File: src/sv/bpc_pkg.sv
// Shared types, reset values and register indexes for the button press classifier.
`default_nettype none

package bpc_pkg;

  // Default width of the internal timestamp arithmetic.
  localparam int TIME_WIDTH_DEFAULT = 32;

  // Configuration register file.
  localparam int CFG_WIDTH     = 16;
  localparam int CFG_IDX_WIDTH = 1;

  localparam logic [CFG_IDX_WIDTH-1:0] CFG_SHORT_MS = 1'd0;
  localparam logic [CFG_IDX_WIDTH-1:0] CFG_LONG_MS  = 1'd1;

  localparam logic [CFG_WIDTH-1:0] SHORT_MS_RESET = 16'd50;
  localparam logic [CFG_WIDTH-1:0] LONG_MS_RESET  = 16'd1000;

  // Width of the timestamp and held-time fields on the ports.
  localparam int STAMP_WIDTH = 32;

  typedef struct packed {
    logic                   level;
    logic [STAMP_WIDTH-1:0] now_ms;
  } item_t;

  typedef struct packed {
    logic                   pressed_new;
    logic                   released_new;
    logic                   released_short_new;
    logic                   released_long_new;
    logic                   long_press_new;
    logic                   short_held;
    logic [STAMP_WIDTH-1:0] held_ms;
  } result_t;

  // Single-bit tracking state kept between requests.
  typedef struct packed {
    logic last_level;
    logic long_reported;
  } flags_t;

endpackage

`default_nettype wire

File: src/sv/bpc_stream_if.sv
// Valid/ready stream interface carrying one payload per request.
`default_nettype none

interface bpc_stream_if #(
  parameter type payload_t = logic
);
  logic     valid;
  logic     ready;
  payload_t data;

  modport source (output valid, output data, input ready);
  modport sink (input valid, input data, output ready);
endinterface

`default_nettype wire

File: src/sv/button_press_classifier.sv
// Top level of the button press classifier: request register, evaluation and result register.
`default_nettype none

// The button press classifier takes one request per control cycle, holding
// the button level and a free-running millisecond timestamp, and returns one
// result per request: edge pulses for press and release, a release pulse
// split into short and long holds, a once-per-hold pulse when the hold
// reaches long_ms, a short-hold flag and the held time (at least 1 while
// down, 0 while up). Time differences wrap modulo 2^TIME_WIDTH. A request
// is captured into an input register, classified by a single pass of
// compare and subtract logic, and written into a result register, so one
// request is accepted every clock cycle unless the result side stalls.
// The result is loaded from the input register into the result register
// when the pipeline advances, and is taken from there. The only stall comes
// from the result side: while the result register holds an untaken
// result, the whole two-stage pipeline holds and the request side sees
// ready low. Registers short_ms (index 0) and long_ms (index 1) should be
// written only while the block is idle.

module button_press_classifier #(
  parameter int TIME_WIDTH = bpc_pkg::TIME_WIDTH_DEFAULT
) (
  input  logic                              clk,
  input  logic                              rst,
  input  logic                              cfg_we,
  input  logic [bpc_pkg::CFG_IDX_WIDTH-1:0] cfg_index,
  input  logic [bpc_pkg::CFG_WIDTH-1:0]     cfg_wdata,
  bpc_stream_if.sink                        item,
  bpc_stream_if.source                      result
);
  import bpc_pkg::*;

  // Configuration registers.
  logic [CFG_WIDTH-1:0] short_ms;
  logic [CFG_WIDTH-1:0] long_ms;

  // Input register stage.
  logic                  s1_valid;
  logic                  s1_level;
  logic [TIME_WIDTH-1:0] s1_now;

  // Press tracking state. The release timestamp is never needed after the
  // cycle of the release itself, so only the press timestamp is kept.
  flags_t                flags;
  flags_t                flags_next;
  logic [TIME_WIDTH-1:0] press_stamp;
  logic [TIME_WIDTH-1:0] press_stamp_next;

  // Result register stage.
  logic    res_valid;
  result_t res_data;
  result_t res_next;

  logic                  advance;
  logic [TIME_WIDTH-1:0] now_t;

  // The pipeline moves as a whole whenever the result register is free or
  // being emptied in this cycle.
  assign advance     = !res_valid || result.ready;
  assign item.ready  = advance;
  assign result.valid = res_valid;
  assign result.data  = res_data;

  // Only the low TIME_WIDTH bits of the timestamp take part in the timing.
  if (TIME_WIDTH <= STAMP_WIDTH) begin : g_now_trunc
    assign now_t = item.data.now_ms[TIME_WIDTH-1:0];
  end else begin : g_now_ext
    assign now_t = {{(TIME_WIDTH-STAMP_WIDTH){1'b0}}, item.data.now_ms};
  end

  always_ff @(posedge clk) begin
    if (rst) begin
      short_ms <= SHORT_MS_RESET;
      long_ms  <= LONG_MS_RESET;
    end else if (cfg_we) begin
      case (cfg_index)
        CFG_SHORT_MS: short_ms <= cfg_wdata;
        CFG_LONG_MS:  long_ms  <= cfg_wdata;
        default:      ;
      endcase
    end
  end

  // Capture a request into the input register.
  always_ff @(posedge clk) begin
    if (rst) begin
      s1_valid <= 1'b0;
    end else if (advance) begin
      s1_valid <= item.valid;
    end
  end

  always_ff @(posedge clk) begin
    if (advance && item.valid) begin
      s1_level <= item.data.level;
      s1_now   <= now_t;
    end
  end

  bpc_eval #(
    .TIME_WIDTH (TIME_WIDTH)
  ) u_eval (
    .flags            (flags),
    .press_stamp      (press_stamp),
    .level            (s1_level),
    .now_t            (s1_now),
    .short_ms         (short_ms),
    .long_ms          (long_ms),
    .flags_next       (flags_next),
    .press_stamp_next (press_stamp_next),
    .res              (res_next)
  );

  // The tracking state commits together with the result it produced.
  always_ff @(posedge clk) begin
    if (rst) begin
      flags       <= '0;
      press_stamp <= '0;
      res_valid   <= 1'b0;
    end else if (advance) begin
      res_valid <= s1_valid;
      if (s1_valid) begin
        flags       <= flags_next;
        press_stamp <= press_stamp_next;
      end
    end
  end

  always_ff @(posedge clk) begin
    if (advance && s1_valid) begin
      res_data <= res_next;
    end
  end

endmodule

`default_nettype wire

File: src/sv/bpc_eval.sv
// Combinational classification of one request against the held press state.
`default_nettype none

module bpc_eval #(
  parameter int TIME_WIDTH = bpc_pkg::TIME_WIDTH_DEFAULT
) (
  input  bpc_pkg::flags_t                flags,
  input  logic [TIME_WIDTH-1:0]          press_stamp,
  input  logic                           level,
  input  logic [TIME_WIDTH-1:0]          now_t,
  input  logic [bpc_pkg::CFG_WIDTH-1:0]  short_ms,
  input  logic [bpc_pkg::CFG_WIDTH-1:0]  long_ms,
  output bpc_pkg::flags_t                flags_next,
  output logic [TIME_WIDTH-1:0]          press_stamp_next,
  output bpc_pkg::result_t               res
);
  import bpc_pkg::*;

  logic                  changed;
  logic [TIME_WIDTH-1:0] dt;
  logic [TIME_WIDTH-1:0] held;
  logic                  long_hit;
  logic                  short_hit;
  logic                  reported_base;
  logic                  long_new;

  always_comb begin
    changed          = level != flags.last_level;
    press_stamp_next = (changed && level) ? now_t : press_stamp;
    // On a release the span since the press is the same difference.
    dt               = now_t - press_stamp_next;
    long_hit         = dt >= TIME_WIDTH'(long_ms);
    short_hit        = dt >= TIME_WIDTH'(short_ms);
    reported_base    = (changed && !level) ? 1'b0 : flags.long_reported;
    long_new         = level && !reported_base && long_hit;
    held             = level ? ((dt == '0) ? TIME_WIDTH'(1) : dt) : '0;

    flags_next.last_level    = level;
    flags_next.long_reported = reported_base | long_new;

    res.pressed_new        = changed && level;
    res.released_new       = changed && !level;
    res.released_short_new = changed && !level && !long_hit;
    res.released_long_new  = changed && !level && long_hit;
    res.long_press_new     = long_new;
    res.short_held         = level && short_hit && !long_hit;
  end

  if (TIME_WIDTH >= STAMP_WIDTH) begin : g_held_trunc
    assign res.held_ms = held[STAMP_WIDTH-1:0];
  end else begin : g_held_ext
    assign res.held_ms = {{(STAMP_WIDTH-TIME_WIDTH){1'b0}}, held};
  end

endmodule

`default_nettype wire

File: src/flat_wrapper.sv
// flat-port wrapper written by rule: the top's interface ports become plain ports
module button_press_classifier_flat import bpc_pkg::*;
#(
  parameter int TIME_WIDTH = bpc_pkg::TIME_WIDTH_DEFAULT
)
  (clk, rst, cfg_we, cfg_index, cfg_wdata, item_valid, item_data, item_ready, result_valid, result_data, result_ready);
  bpc_stream_if #(.payload_t(item_t)) item_i ();
  bpc_stream_if #(.payload_t(result_t)) result_i ();
  input  logic clk;
  input  logic rst;
  input  logic cfg_we;
  input  logic [bpc_pkg::CFG_IDX_WIDTH-1:0] cfg_index;
  input  logic [bpc_pkg::CFG_WIDTH-1:0] cfg_wdata;
  input wire logic [$bits(item_i.valid)-1:0] item_valid;
  input wire logic [$bits(item_i.data)-1:0] item_data;
  output wire logic [$bits(item_i.ready)-1:0] item_ready;
  output wire logic [$bits(result_i.valid)-1:0] result_valid;
  output wire logic [$bits(result_i.data)-1:0] result_data;
  input wire logic [$bits(result_i.ready)-1:0] result_ready;
  assign item_i.valid = item_valid;
  assign item_i.data = item_data;
  assign item_ready = item_i.ready;
  assign result_valid = result_i.valid;
  assign result_data = result_i.data;
  assign result_i.ready = result_ready;
  button_press_classifier #(.TIME_WIDTH(TIME_WIDTH)) u_core (.clk(clk), .rst(rst), .cfg_we(cfg_we), .cfg_index(cfg_index), .cfg_wdata(cfg_wdata), .item(item_i), .result(result_i));
endmodule
File: config.mk
export PLATFORM = sky130hd
export DESIGN_NAME = button_press_classifier_flat
export DESIGN_NICKNAME = d
export VERILOG_FILES = /design/src/sv/bpc_pkg.sv /design/src/sv/bpc_stream_if.sv /design/src/sv/button_press_classifier.sv /design/src/sv/bpc_eval.sv /design/src/flat_wrapper.sv
export SDC_FILE = /design/constraint.sdc
export NUM_CORES = 1
export LEC_CHECK = 0
export BUFFER_PORTS_ARGS = -buffer_cell sky130_fd_sc_hd__buf_2
export CORE_UTILIZATION = 23
export DETAILED_ROUTE_END_ITERATION = 7
export HOLD_SLACK_MARGIN = 0.06
export PLACE_DENSITY = 0.41
export SYNTH_ARGS = -nofsm -noshare
export SYNTH_HDL_FRONTEND = slang
export SYNTH_SLANG_ARGS = --single-unit
File: constraint.sdc
create_clock -name clk -period 8.5 [get_ports clk]
set_clock_uncertainty 0.15 [all_clocks]
set_input_delay 2.55 -clock clk [delete_from_list [all_inputs] [get_ports clk]]
set_output_delay 2.55 -clock clk [all_outputs]
set_load 0.1 [all_outputs]
==> impl_metrics.py, run 1 <==
metrics = {
    "synthesis": {
        "synth_edf_count": 71,
        "syn_area_mm2": 0.00845,
        "yosys.cell_types.count": 75,
        "syn_avg_cell_area_um2": 8.86,
        "ys_warn_count": 0,
        "ys_seq_elements": 139,
        "synth_seq_area_share": 0.414,
        "async_reset_ff_frac": 0,
        "syn-num-nets": 1067,
        "synth_ff_type": "edfxtp_1",
        "netlist_instances": 953,
    },
    "clock_tree": {
        "clk_transition_reported_paths_ps": 60,
        "htreeDepth": 4,
        "tritoncts": "built",
        "cts_buffer_depth": 2,
        "cts_num_sinks": 139,
        "post_cts_resize_count": 0,
        "hold_buffers": 0,
        "post_cts_buffers": 0,
        "worstSkewPairLatency_ps": 440,
        "cts_buffers": 17,
        "root_buffer": "clkbuf_16",
    },
    "place": {
        "hpwl_um": 19300,
        "io_buffers": 94,
        "gp_congestion": 0.858,
        "dpl.cell_count": 1470,
    },
    "layout": {
        "fillerInstances": 3821,
        "fin_cells": 1502,
        "area_growth_pct": 17.0,
        "drive_gt1_frac": 0.144,
        "n_antenna_cell": 0,
        "finalNetCount": 1142,
    },
    "routing": {
        "drt-pass1-iter-count": 5,
        "via_count": 7137,
        "vias_per_cell": 4.75,
        "wire_per_inst_um": 17.0,
        "drt-total-wl_um": 25500,
        "antenna_left": 0,
        "drc_errors": 0,
        "dr.first_iter.drc_count": 558,
    },
    "global_routing": {
        "grt_pass1_vias": 6919,
        "antenna_found_initial": 0,
        "gr-total-overflow": 0,
        "grt_max_degree": 70,
        "grt_util_all_layers": 0.139,
        "grt_pass1_wl_um": 40100,
    },
    "timing": {
        "maxSlewViolCount": 0,
        "min_period_over_period": 0.748,
        "worst_slew_pin_slew_ps": 1120,
        "finalSetupViolCount": 0,
        "period_needed_ps": 6360,
        "rsz0062_at_grt": "no",
        "hold_viol_final": 0,
        "totalNegativeSetupSlack_ps": 0,
        "max_freq_mhz": 157,
        "maxSlewHeadroom": 0.252,
    },
    "critical_path": {
        "endpoint_kind": "flop",
        "cpPeakStageDelay_ps": 710,
        "critPathSlowestCell": "edfxtp_1",
        "start_kind": "flop",
        "worstPathRequired_ps": 8650,
        "crit_buf_inv": 2,
        "path_delay_family": "simple AND/OR/NAND/NOR gates",
        "worstPathCellList": "nand2b_1 -> clkinv_2 -> mux2i_1 -> ha_1 -> inv_1 -> o2111ai_1 -> nor3b_1 -> o21ai_0 -> nand2_1 -> xor2_1 -> ha_1 -> nor2b_1 -> o21ai_0 -> nand2b_1 -> a21oi_1 -> o21a_1 -> o211ai_1 -> nor3_1 -> and4b_1",
        "criticalPathCategory": "reg2reg",
        "cp.arrival_ps": 6510,
        "critPathMaxFanout": 38,
    },
    "die": {
        "core-area_mm2": 0.0358,
        "die_y_um": 194,
        "dieArea_mm2": 0.0375,
        "die_w_um": 194,
        "fp-row-count": 69,
        "initial_core_util": 0.236,
        "ioPinCount": 95,
    },
    "job": {
        "max-cap-violations": 0,
    },
    "status": {
        "status": "complete, no violations",
    },
    "power_and_ir_drop": {
        "p_leak_uw": 0.00386,
        "irDropWorstVdd_v": 0.000106,
        "p_per_area_mw_per_mm2": 211,
    },
    "min_path": {
        "hp-class": "reg2reg",
    },
}
-- layout by cell type (no fill, tap or decap), types with 10 or more instances in the layout --
cell type and instances:
xor2_1 11, ha_1 59, or3_1 10, and3_1 18, inv_1 53, edfxtp_1 71
nor3_1 19, dfxtp_1 68, buf_2 94, a21oi_1 106, nor2b_1 16, a21o_1 22
clkbuf_16 17, and2_1 15, mux2i_1 28, nand2b_1 14, nor2_1 36, o21ai_0 45
nand2_1 157, nand3_1 22
-- per-layer routing --
layer	vias to the layer above	track usage	routed length (µm)
met5	-	0	0
met4	0	0.0510	470
met3	21	0.0245	940
met2	160	0.204	10900
met1	3352	0.201	13100
li1	3604	-	-
-- power breakdown --
| group | switching, µW | internal [µW] | total (µW) |
|---|---|---|---|
| Clock | 286 | 406 | 691 |
| Sequential | 23.9 | 752 | 776 |
| Combinational | 423 | 200 | 623 |
-- final timing paths --
check | start | cells after the start | endpoint | slack, ps
worst min register to register | u_core.press_stamp[14]$_SDFFE_PP0P_ | 2 | u_core.press_stamp[14]$_SDFFE_PP0P_ | 300
worst max-delay path | u_core.s1_level$_DFFE_PP_ | 19 | u_core.result.data[32]$_DFFE_PP_ | 2140
worst max register to register | u_core.s1_level$_DFFE_PP_ | 19 | u_core.result.data[32]$_DFFE_PP_ | 2140
worst min-delay path | u_core.press_stamp[14]$_SDFFE_PP0P_ | 2 | u_core.press_stamp[14]$_SDFFE_PP0P_ | 300
-- cell type report --
class                      instances  area [µm²]  share of cell area
clock buffer                      23         458              0.0463
clock inverter                     9        73.8             0.00747
inverter                          55         208              0.0210
multi-input combinational        716        4570               0.462
sequential                       139        3490               0.353
tap                              461         577              0.0583
timing repair buffer              99         508              0.0514
-- flip-flops by register name, summed over array words and instances, names as in the netlist --
signal and cells:
u_core.short_ms 16, u_core.long_ms 16, u_core.s1_level 1, u_core.press_stamp 32, u_core.s1_now 32, u_core.result.valid 1
u_core.flags 2, u_core.s1_valid 1, u_core.result.data 38
-- synth_stat cells, types with 10 or more instances --
cell type / number / area (µm²)
nand2b_1: 14 / 87.6
nand3_1: 22 / 110
nor2_1: 37 / 139
o21ai_0: 45 / 225
xor2_1: 11 / 96.3
or3_1: 10 / 62.6
dfxtp_1: 68 / 1360
mux2i_1: 28 / 280
edfxtp_1: 71 / 2130
nor3_1: 19 / 95.1
inv_1: 54 / 203
nor2b_1: 16 / 100
clkbuf_1: 36 / 135
nand2_1: 157 / 589
ha_1: 59 / 738
a21o_1: 22 / 165
a21oi_1: 106 / 531
and2_1: 16 / 100
and3_1: 18 / 113
-- worst reg2reg max path: cells and delay by family, from the launching register on --
| family | cells | cell delay (ps) |
|---|---|---|
| AOI/OAI and AO/OA | 6 | 1190 |
| adders and majority gates | 2 | 700 |
| DFF | 1 | 710 |
| muxes | 1 | 420 |
| buffers and inverters | 2 | 740 |
| and+or+nand+nor | 7 | 1860 |
| xor gates and xnor gates | 1 | 480 |
-- kinds of logic (layout without fill, tap and decap cells) --
logic type | after synthesis | in the layout | share of synthesized area
AND/OR/NAND/NOR | 351 | 351 | 0.202
AO/OA/AOI/OAI | 256 | 256 | 0.195
XOR/XNOR | 20 | 20 | 0.0207
buffers and inverters | 98 | 186 | 0.0459
adder cells (fa/ha/maj) | 59 | 59 | 0.0874
flip-flops | 139 | 139 | 0.414
multiplexers | 30 | 30 | 0.0358
-- through the flow --
step                cell area [µm²]  utilization  power (µW)  hold WS, ps  worst slack [ps]
global placement               9360        0.261        1410          294              2130
detailed placement             9360        0.261        1410          296              2130
CTS                            9890        0.276        2120          304              2110
finish                         9890        0.276        2090          304              2140
floorplan                      8450            -        1240          286              2440
global route                   9890        0.276        2210          326              1480
No activity file was read; power rests on OpenSTA's default activity.
==> run 2: changes to the inputs <==
ABC_AREA = 1   (was not set)
PLACE_DENSITY = 0.43   (was 0.41)
clock period = 5.3 ns   (was 8.5 ns; I/O delays follow)
==> run 2 against run 1 <==
Sequential share of layout area grew 0.27 points. Maximum frequency grew 31%. Worst setup slack lost 1700 ps. Via count shrank 1.6%. Combinational power grew 81%. Clock power grew 74%. Power grew 71%.
==> impl_metrics.py, run 2 <==
metrics = {
    "routing": {
        "dr.first_iter.drc_count": 430,
        "drc_errors": 0,
        "drt-pass1-iter-count": 5,
        "wire_per_inst_um": 14.7,
        "via_count": 7023,
        "vias_per_cell": 4.34,
        "drt-total-wl_um": 23900,
        "antenna_left": 0,
    },
    "clock_tree": {
        "hold_buffers": 0,
        "worstSkewPairLatency_ps": 430,
        "tritoncts": "built",
        "cts_num_sinks": 139,
        "post_cts_resize_count": 0,
        "cts_buffers": 17,
        "post_cts_buffers": 0,
        "htreeDepth": 4,
        "root_buffer": "clkbuf_16",
        "clk_transition_reported_paths_ps": 70,
        "cts_buffer_depth": 2,
    },
    "timing": {
        "max_freq_mhz": 207,
        "hold_viol_final": 0,
        "maxSlewViolCount": 0,
        "finalSetupViolCount": 0,
        "min_period_over_period": 0.913,
        "maxSlewHeadroom": 0.206,
        "rsz0062_at_grt": "no",
        "totalNegativeSetupSlack_ps": 0,
        "setup_ws_ps": 463,
        "period_needed_ps": 4840,
        "worst_slew_pin_slew_ps": 1190,
    },
    "power_and_ir_drop": {
        "p_leak_uw": 0.00457,
        "irDropWorstVdd_v": 0.000209,
        "p_per_area_mw_per_mm2": 365,
    },
    "place": {
        "io_buffers": 94,
        "pre_cts_ws_ps": 438,
        "hpwl_um": 19000,
        "gp_congestion": 0.874,
    },
    "status": {
        "status": "complete, no violations",
    },
    "die": {
        "initial_core_util": 0.236,
        "dieArea_mm2": 0.0366,
        "die_w_um": 191,
        "die_y_um": 191,
        "core-area_mm2": 0.0349,
        "fp-row-count": 68,
        "ioPinCount": 95,
    },
    "global_routing": {
        "grt_util_all_layers": 0.136,
        "grt_pass1_wl_um": 37700,
        "grt_pass1_vias": 6638,
        "antenna_found_initial": 0,
        "grt_max_degree": 54,
        "gr-total-overflow": 0,
    },
    "synthesis": {
        "synth_area_leader_cell": "edfxtp_1",
        "async_reset_ff_frac": 0,
        "synth_seq_area_share": 0.424,
        "yosysMostFrequentCell": "nand2_1",
        "synthTopCellsByArea": "edfxtp_1, dfxtp_1, nand2_1, ha_1, inv_1",
        "synth.top_cells.by_count": "nand2_1, inv_1, a21oi_1",
        "ys_warn_count": 0,
        "yosys.cell_types.count": 31,
        "synth_ff_type": "edfxtp_1",
        "syn_area_mm2": 0.00824,
        "synth_edf_count": 71,
        "ys_seq_elements": 139,
        "netlist_instances": 1054,
        "syn-num-nets": 1168,
        "syn_avg_cell_area_um2": 7.81,
        "synth_top_area_share": 0.259,
    },
    "critical_path": {
        "worstPathRequired_ps": 5340,
        "cp.arrival_ps": 4880,
        "cpPeakStageDelay_ps": 630,
        "timing.rr.start": "u_core.s1_level$_DFFE_PP_",
        "criticalPathCategory": "reg2reg",
        "endpoint_kind": "flop",
        "reg2reg_depth": 18,
        "critPathMaxFanout": 28,
        "critical_path.most_common_cell": "nand2_1",
        "start_kind": "flop",
        "rrSetupSlack_ps": 460,
        "worstPathCellList": "nand2_2 -> mux2i_1 -> ha_1 -> a21oi_1 -> inv_1 -> nand2_1 -> nand2_1 -> nand2_1 -> nand3_1 -> xor2_1 -> inv_1 -> ha_1 -> a31oi_1 -> a21oi_1 -> a211oi_1 -> nand4_1 -> nand2_1 -> inv_1",
        "r2r-end": "u_core.result.data[33]$_DFFE_PP_",
        "critPathSlowestCell": "nand2_2",
    },
    "layout": {
        "drive_gt1_frac": 0.126,
        "finalNetCount": 1264,
        "final_cell_mix": "nand2_1, inv_1, a21oi_1, nor2_1, buf_2",
        "post-route-util": 0.281,
        "final_common_cell": "nand2_1",
        "largest_reg_flops": 38,
        "n_antenna_cell": 0,
        "area_growth_pct": 19.1,
    },
    "min_path": {
        "whs_endpoint": "u_core.long_ms[15]$_SDFFE_PP0P_",
        "holdCritStartpoint": "u_core.long_ms[15]$_SDFFE_PP0P_",
        "hp-class": "reg2reg",
        "whs_path_depth": 2,
    },
    "job": {
        "max-cap-violations": 0,
    },
}
## run 2: cell count changes after synthesis, sizes merged, moves of 9 or more
| cell | previous run | this run |
|---|---|---|
| nand2 | 157 | 206 |
| clkbuf | 36 | 21 |
| and3 | 18 | 0 |
| nand2b | 14 | 0 |
| nor2 | 37 | 98 |
| a21o | 22 | 0 |
| or3 | 11 | 0 |
| nor2b | 16 | 0 |
| inv | 54 | 181 |
| and2 | 16 | 0 |
| nand3 | 22 | 49 |
| o21ai | 48 | 84 |
| nand4 | 8 | 17 |
## run 2: cell type report
type	instances	area, µm²
fillers	3805	25100
multi-input cells	709	3950
flip-flops and latches	139	3490
inverters	181	679
well taps	455	569
repair buffers	102	543
clock buffers	17	425
clock inverters	15	153
## run 2: worst max-delay path by stage
stage | cells after the start | to | from
after floorplan | 22 | u_core.result.data[33]$_DFFE_PP_ | u_core.s1_level$_DFFE_PP_
after global placement | 24 | u_core.result.data[33]$_DFFE_PP_ | u_core.s1_level$_DFFE_PP_
after detailed placement | 24 | u_core.result.data[33]$_DFFE_PP_ | u_core.s1_level$_DFFE_PP_
after CTS | 18 | u_core.result.data[33]$_DFFE_PP_ | u_core.s1_level$_DFFE_PP_
after global routing | 24 | u_core.result.data[33]$_DFFE_PP_ | u_core.s1_level$_DFFE_PP_
final | 18 | u_core.result.data[33]$_DFFE_PP_ | u_core.s1_level$_DFFE_PP_
## run 2: through the flow
stage	cell area (µm²)	cells	hold WS (ps)	total power, µW
after detailed placement	9230	1586	305	2410
after global placement	9230	1586	303	2400
after CTS	9810	1618	316	3630
after global routing	9810	1618	335	3830
final	9810	1618	313	3580
after floorplan	8240	1054	285	2100
## run 2: cell families after synthesis
logic type      Yosys count  share of synthesized area
mux                      25                     0.0304
simple gates            386                      0.197
fa+ha+maj                59                     0.0896
xor+xnor                 15                     0.0160
flops                   139                      0.424
buf+inv                 206                     0.0975
compound gates          224                      0.146
## run 2: worst max-delay path: cells and delay by family (launching register included)
kind	cells	cell delay (ps)
buffers and inverters	3	280
DFF	1	470
and+or+nand+nor	7	1340
adders and majority gates	2	690
AOI/OAI and AO/OA	4	960
xor gates and xnor gates	1	360
muxes	1	330
## run 2: power by group
group	switching, µW	internal (µW)
Combinational	799	330
Clock	536	665
Sequential	30.8	1220
Total	1370	2210
## run 2: metal layers
metal  up-vias  global-route usage  share of wire
met3        18              0.0248          0.041
met4         0              0.0379          0.012
met1      3173               0.202           0.53
met2       141               0.198           0.41
li1       3691                   -              -
met5         -                   0              0
